## src/hdl/gns_pkg.sv

```systemverilog
// Shared types and constants of the grid normal stencil.
// No dependencies; every other file of the block refers to it by scoped names.
`default_nettype none

package gns_pkg;

    // Field widths. Positions carry 8 fraction bits and normals 16 fraction bits.
    localparam int COORD_W    = 24;
    localparam int DIFF_W     = COORD_W + 1;
    localparam int PROD_W     = 2 * DIFF_W;
    localparam int NORM_W     = 51;
    localparam int IDX_W      = 8;
    localparam int CFG_W      = 9;

    // Grid size lower limit and the size in force after reset.
    localparam int SIZE_MIN   = 3;
    localparam int SIZE_RESET = 128;

    // Depth of the queue between the front and the back.
    localparam int Q_DEPTH    = 4;
    localparam int Q_AW       = 2;

    typedef logic signed [COORD_W-1:0] t_coord;
    typedef logic signed [DIFF_W-1:0]  t_diff;
    typedef logic signed [PROD_W-1:0]  t_prod;
    typedef logic signed [NORM_W-1:0]  t_norm;

    typedef struct packed {
        t_coord x;
        t_coord y;
        t_coord z;
    } t_pos;

    typedef struct packed {
        t_diff x;
        t_diff y;
        t_diff z;
    } t_dvec;

    // What the front decided about one vertex.
    typedef struct packed {
        logic interior;
        logic last_row;
    } t_flags;

endpackage

`default_nettype wire

```

## src/hdl/gns_queue.sv

```systemverilog
// Short queue between the front and the back of the grid normal stencil.
// Depends on gns_pkg for its depth.
`default_nettype none

module gns_queue #(
    parameter int W = 8
) (
    input  wire logic         i_clk,
    input  wire logic         i_rst_n,
    input  wire logic         i_push,
    input  wire logic [W-1:0] i_wdata,
    input  wire logic         i_pop,
    output logic [W-1:0]      o_rdata,
    output logic              o_empty,
    output logic              o_full
);

    logic [gns_pkg::Q_AW-1:0] r_wr_ptr, r_rd_ptr;
    logic [gns_pkg::Q_AW:0]   r_count;
    logic [W-1:0]             r_slot [0:gns_pkg::Q_DEPTH-1];
    logic                     do_push, do_pop;

    assign o_empty = (r_count == '0);
    assign o_full  = (r_count == (gns_pkg::Q_AW + 1)'(gns_pkg::Q_DEPTH));
    assign do_push = i_push && !o_full;
    assign do_pop  = i_pop && !o_empty;
    assign o_rdata = r_slot[r_rd_ptr];

    // Pointers and fill count.
    always_ff @(posedge i_clk) begin
        if (!i_rst_n) begin
            r_wr_ptr <= '0;
            r_rd_ptr <= '0;
            r_count  <= '0;
        end else begin
            if (do_push) begin
                r_wr_ptr <= r_wr_ptr + gns_pkg::Q_AW'(1);
            end
            if (do_pop) begin
                r_rd_ptr <= r_rd_ptr + gns_pkg::Q_AW'(1);
            end
            if (do_push && !do_pop) begin
                r_count <= r_count + (gns_pkg::Q_AW + 1)'(1);
            end else if (do_pop && !do_push) begin
                r_count <= r_count - (gns_pkg::Q_AW + 1)'(1);
            end
        end
    end

    // Entry storage.
    always_ff @(posedge i_clk) begin
        if (do_push) begin
            r_slot[r_wr_ptr] <= i_wdata;
        end
    end

endmodule

`default_nettype wire

```

## config.mk

```make
export PLATFORM = sky130hd
export DESIGN_NAME = gns_queue
export DESIGN_NICKNAME = d
export VERILOG_FILES = /design/src/hdl/gns_pkg.sv /design/src/hdl/gns_queue.sv
export SDC_FILE = /design/constraint.sdc
export NUM_CORES = 1
export LEC_CHECK = 0
export ABC_AREA = 1
export BUFFER_PORTS_ARGS = -buffer_cell sky130_fd_sc_hd__buf_2
export CAP_MARGIN = 0
export CORE_UTILIZATION = 45
export CTS_BUF_LIST = sky130_fd_sc_hd__clkbuf_2 sky130_fd_sc_hd__clkbuf_4 sky130_fd_sc_hd__clkbuf_8
export DETAILED_ROUTE_END_ITERATION = 8
export PLACE_DENSITY_LB_ADDON = 0.08
export SLEW_MARGIN = 20
export SYNTH_ARGS = -nofsm -noshare
export SYNTH_HDL_FRONTEND = slang
export SYNTH_SLANG_ARGS = --single-unit
export TNS_END_PERCENT = 30
```

## constraint.sdc

```tcl
create_clock -name i_clk -period 3.1 [get_ports i_clk]
set_input_delay 0.155 -clock i_clk [delete_from_list [all_inputs] [get_ports i_clk]]
set_output_delay 0.155 -clock i_clk [all_outputs]
set_load 0.05 [all_outputs]
```

; ---- After elaboration in Yosys (flattened, before gate mapping)
; Memories as Yosys holds them, arrays and structs flattened. A register that Yosys moved wholly into a read port is not among the register bits.
; Index checks and enable logic that the tools add are counted.
[totals]
ff_bits = 7
ram_bits = 32
inputBits = 12
wordCells = 25
n_memories = 1
[op_classes]
addsub = 4
n_eq_ne = 1
mux = 6
reduce_logical = 10
[mem_list]
columns = name, words, width, read_ports, rd_ports_with_merged_regs, write_ports, line
row1 = r_slot, 4, 8, 1, 1, 1, gns_queue.sv:20  ; logic [W-1:0] r_slot [0:gns_pkg::Q_DEPTH-1];
[ops]
columns = cell, n
row1 = $mux W3, 2
row2 = $add A2 B1 Y2 const B, 2
row3 = $logic_and A1 B1 Y1, 4
row4 = $logic_not A1 Y1, 4
row5 = $mux W2, 2
row6 = $add A3 B1 Y3 const B, 1
row7 = $eq A3 B3 Y1 const B, 1
row8 = $logic_not A3 Y1, 1
row9 = $sub A3 B1 Y3 const B, 1
row10 = $mux W1, 2
row11 = $reduce_bool A2 Y1, 1

; ---- Longest topological paths before layout
[logic_depth]
ltp_word = 7
ltp_mapped = 13
ltp_nobuf = 13

; ---- Least setup slack after synthesis
; Ideal clock, no wire load.
[synth_timing]
path_type = reg-to-reg
startpoint = register r_count[0] in the netlist's numbering
endpoint = register r_count[2] in the netlist's numbering
t_arrival_ns = 1.580
required_time_ns = 2.987
setup_slack_ns = 1.407
path_stages_with_launch = 14
period_less_slack_ns = 1.693
cell_sequence = dfxtp_1 -> nor2_1 -> nand2_1 -> nand2_2 -> inv_1 -> ha_1 -> inv_1 -> fa_1 -> inv_1 -> nand2_1 -> nand3_1 -> nand2_1 -> nand2_1 -> nor2_1
[synth_via]
elab_chain_len = 6
word_cells_on_any_way = 15
cone_classes = 2 x add/sub / 1 x eq/ne / 2 x mux / 10 x reduce/logical
[synth_rtl]
columns = item, line
row1 = "start, declared", gns_queue.sv:19  ; logic [gns_pkg::Q_AW:0] r_count;
row2 = "start signal, assigned", gns_queue.sv:43  ; r_count <= r_count + (gns_pkg::Q_AW + 1)'(1);
row3 = "start signal, assigned", gns_queue.sv:45  ; r_count <= r_count - (gns_pkg::Q_AW + 1)'(1);
row4 = $eq A3 B3 Y1 (*), gns_queue.sv:24  ; assign o_full = (r_count == (gns_pkg::Q_AW + 1)'(gns_pkg::Q_DEPTH));
row5 = $logic_not A1 Y1 (*), gns_queue.sv:25  ; assign do_push = i_push && !o_full;
row6 = $logic_and A1 B1 Y1 (*), gns_queue.sv:25
row7 = named net do_push, gns_queue.sv:21  ; logic do_push, do_pop;
row8 = $logic_not A1 Y1, gns_queue.sv:44  ; end else if (do_pop && !do_push) begin
row9 = $logic_and A1 B1 Y1, gns_queue.sv:44
row10 = $reduce_bool A2 Y1 (no line), n/a
; Mark *: on every way through the listed nets, which the timed path passes. The rest lies on a longest branch. The select of a mux whose other input is x is not followed.
; A chain may end at the register's enable or synchronous reset.

==> reports/metrics.yaml <==
yosys:
  synthCells: 146
  synthTopCellsByCount: "edfxtp_1, nor2_1, inv_1"
  synth-seq-area-share_pct: 67.7
  yosysWarnings: 0
  synth_edf_count: 32
  netlist_top_cells_area: "edfxtp_1, dfxtp_1, nor2_1"
  yosysTopAreaCellShare_pct: 57.0
  yosys.area.top_type: "edfxtp_1"
  synthArstFlopShare_pct: 0
  avgSynthCellArea_um2: 11.5
  synthFlopType: "edfxtp_1"
  ys_seq_elements: 41
  yosysMostFrequentCell: "edfxtp_1"
  synth_cell_type_count: 18
  syn-num-nets: 164
  syn_area_um2: 1690
worst_setup_path:
  crit_type: "reg2out"
  ff2ff_setup_slack_ns: 1.20
  cp.arrival_ns: 1.81
  cp_max_fo: 17
  endpoint_kind: "primary output"
  critPathLaunchType: "flip-flop"
  worstPathRequired_ns: 2.94
drt:
  ant_nets: 0
  vias: 1096
  wl_um: 3000
  vias_per_cell: 5.00
  avgRoutedWirePerCell_um: 13.7
  drc: 0
  first_iter_violations: 38
  first_pass_iters: 4
clocking:
  clkSlewWorstSetupHoldPaths_ns: 0.08
  hold_buffers: 0
  cts-buffers-inserted: 5
  post-cts-setup-buffers: 0
  cts_resized: 0
  clk_latency_ns: 0.29
  clockRootBuffer: "clkbuf_8"
  cts_tree: "yes"
  htreeDepth: 2
  cts.path.max_buffers: 2
  cts.sinks: 41
global_route:
  grt_pass1_vias: 1085
  grt_pass1_wl_um: 4820
  grt_max_degree: 18
  overflow: 0
  track_usage_pct: 16.5
  antenna_found_initial: 0
finish:
  nNetsFinal: 190
  stdcell_area_um2: 1940
  n_antenna_cell: 0
  area_delta_synth_final_pct: 14.8
  instances_no_fill: 219
  drive_above_1_share_pct: 19.7
  fillers: 324
  utilization_pct: 55.8
placed_design:
  dp_hpwl_um: 2020
  placed_cells: 211
  globalplace.congestion: 0.703
  io_buffer_count: 21
  postPlaceCellArea_um2: 1830
sta:
  tightest_slew_ns: 0.776
  fin_crit_sh_pct: 63.3
  slew_headroom_pct: 48.1
  hold_ws_ns: 0.0739
  period_minus_slack_ns: 1.96
  clock.fmax_mhz: 510
  finalSetupViolCount: 0
  grt_setup_unrepaired: "false"
  clock_skew_ns: 0.00593
  fin_tns_setup_ns: 0
  finalHoldViolations: 0
  final_max_slew_viol_count: 0
floorplan:
  fp.dieH_um: 63.2
  ios: 22
  die_width_um: 63.2
  die_area_um2: 3990
  start_util_pct: 48.6
  rows: 21
  coreArea_um2: 3470
power:
  power_frac_seq_pct: 41.7
  power_leakage_nw: 0.767
  p_clk_share_pct: 23.7
  p_comb_share_pct: 34.7
  switching_share_pct: 39.1
  power.density_nw_per_um2: 915
  internal_power_mw: 1.08
  peakVddDrop_uv: 372
  p_switching_mw: 0.693
flow_run:
  maxCapViolCount: 0
worst_hold_path:
  hold_path.class: "in2reg"
outcome:
  outcome: "completed"
## power by group through the flow
stage                     logic [mW]  registers (mW)  clock network, mW
after floorplan                0.508           0.724                  0
after CTS                      0.621           0.739              0.428
after detailed placement       0.619           0.751                  0
final                          0.614           0.738              0.419
after global routing           0.672           0.747              0.448
after global placement         0.601           0.747                  0
## cells in the final DEF (no fill, tap or decap)
cell        n
nand3b_1    1
nand3_1     4
fa_1        1
a21oi_1     3
o21ai_0    13
nand2_2     2
o21ai_1     1
buf_2      21
bufinv_16   1
clkbuf_4    1
clkinv_1    1
edfxtp_1   32
xor2_1      1
nand2_1    13
dfxtp_1     9
inv_2       1
ha_1        5
inv_1      17
clkbuf_8    5
o21ai_2     3
nor2_1     30
o22ai_1     8
## cell type report
| type | instances | area (µm²) | share of cell area (%) |
|---|---|---|---|
| Clock buffer | 6 | 76.3 | 3.94 |
| Timing Repair Buffer | 21 | 105 | 5.43 |
| Inverter | 18 | 67.6 | 3.49 |
| Clock inverter | 2 | 33.8 | 1.75 |
| Multi-Input combinational cell | 85 | 454 | 23.5 |
| Sequential cell | 41 | 1140 | 59.0 |
| Tap cell | 46 | 57.6 | 2.97 |
## worst paths after layout
kind / startpoint / end / cells past startpoint
hold reg to reg: r_rd_ptr[1] / flip-flop / 2
setup / recovery: flip-flop / o_rdata[2] / 4
setup reg to reg: r_count[0] / r_count[2] / 13
hold / removal: i_wdata[5] / r_slot[0][5] / 1
## worst max-delay path: stages, from the launching register on
cell and delay [ns]:
dfxtp_1 0.70, inv_2 0.27, o21ai_0 0.23, o22ai_1 0.10
buf_2 0.22
## layer usage
metal  track usage, %  share of wire (%)  up-vias
met1             19.5                 45      517
met3             4.17                5.1        5
li1                 -                  -      549
met5                0                  0        -
met4             9.38                1.6        0
met2             27.3                 48       25
## flip-flops by register name (all words and copies together) (netlist names), named ones only
name	flops
r_wr_ptr	2
r_rd_ptr	2
r_slot	32
r_count	3
## through the flow
stage          total power, mW  setup WS, ns
6_report                  1.77          1.14
5_1_grt                   1.87         0.965
4_1_cts                   1.79          1.11
3_5_place_dp              1.37          1.20
3_3_place_gp              1.35          1.33
2_1_floorplan             1.23          1.41
## logic make-up after synthesis
| kind of cell | after synthesis | synth area share (%) |
|---|---|---|
| simple gates | 50 | 12.0 |
| fa+ha+maj | 6 | 4.90 |
| xor+xnor | 1 | 0.520 |
| flops | 41 | 67.7 |
| buf+inv | 20 | 5.34 |
| compound gates | 28 | 9.58 |
Note: power is estimated with default switching activity, not from simulation.
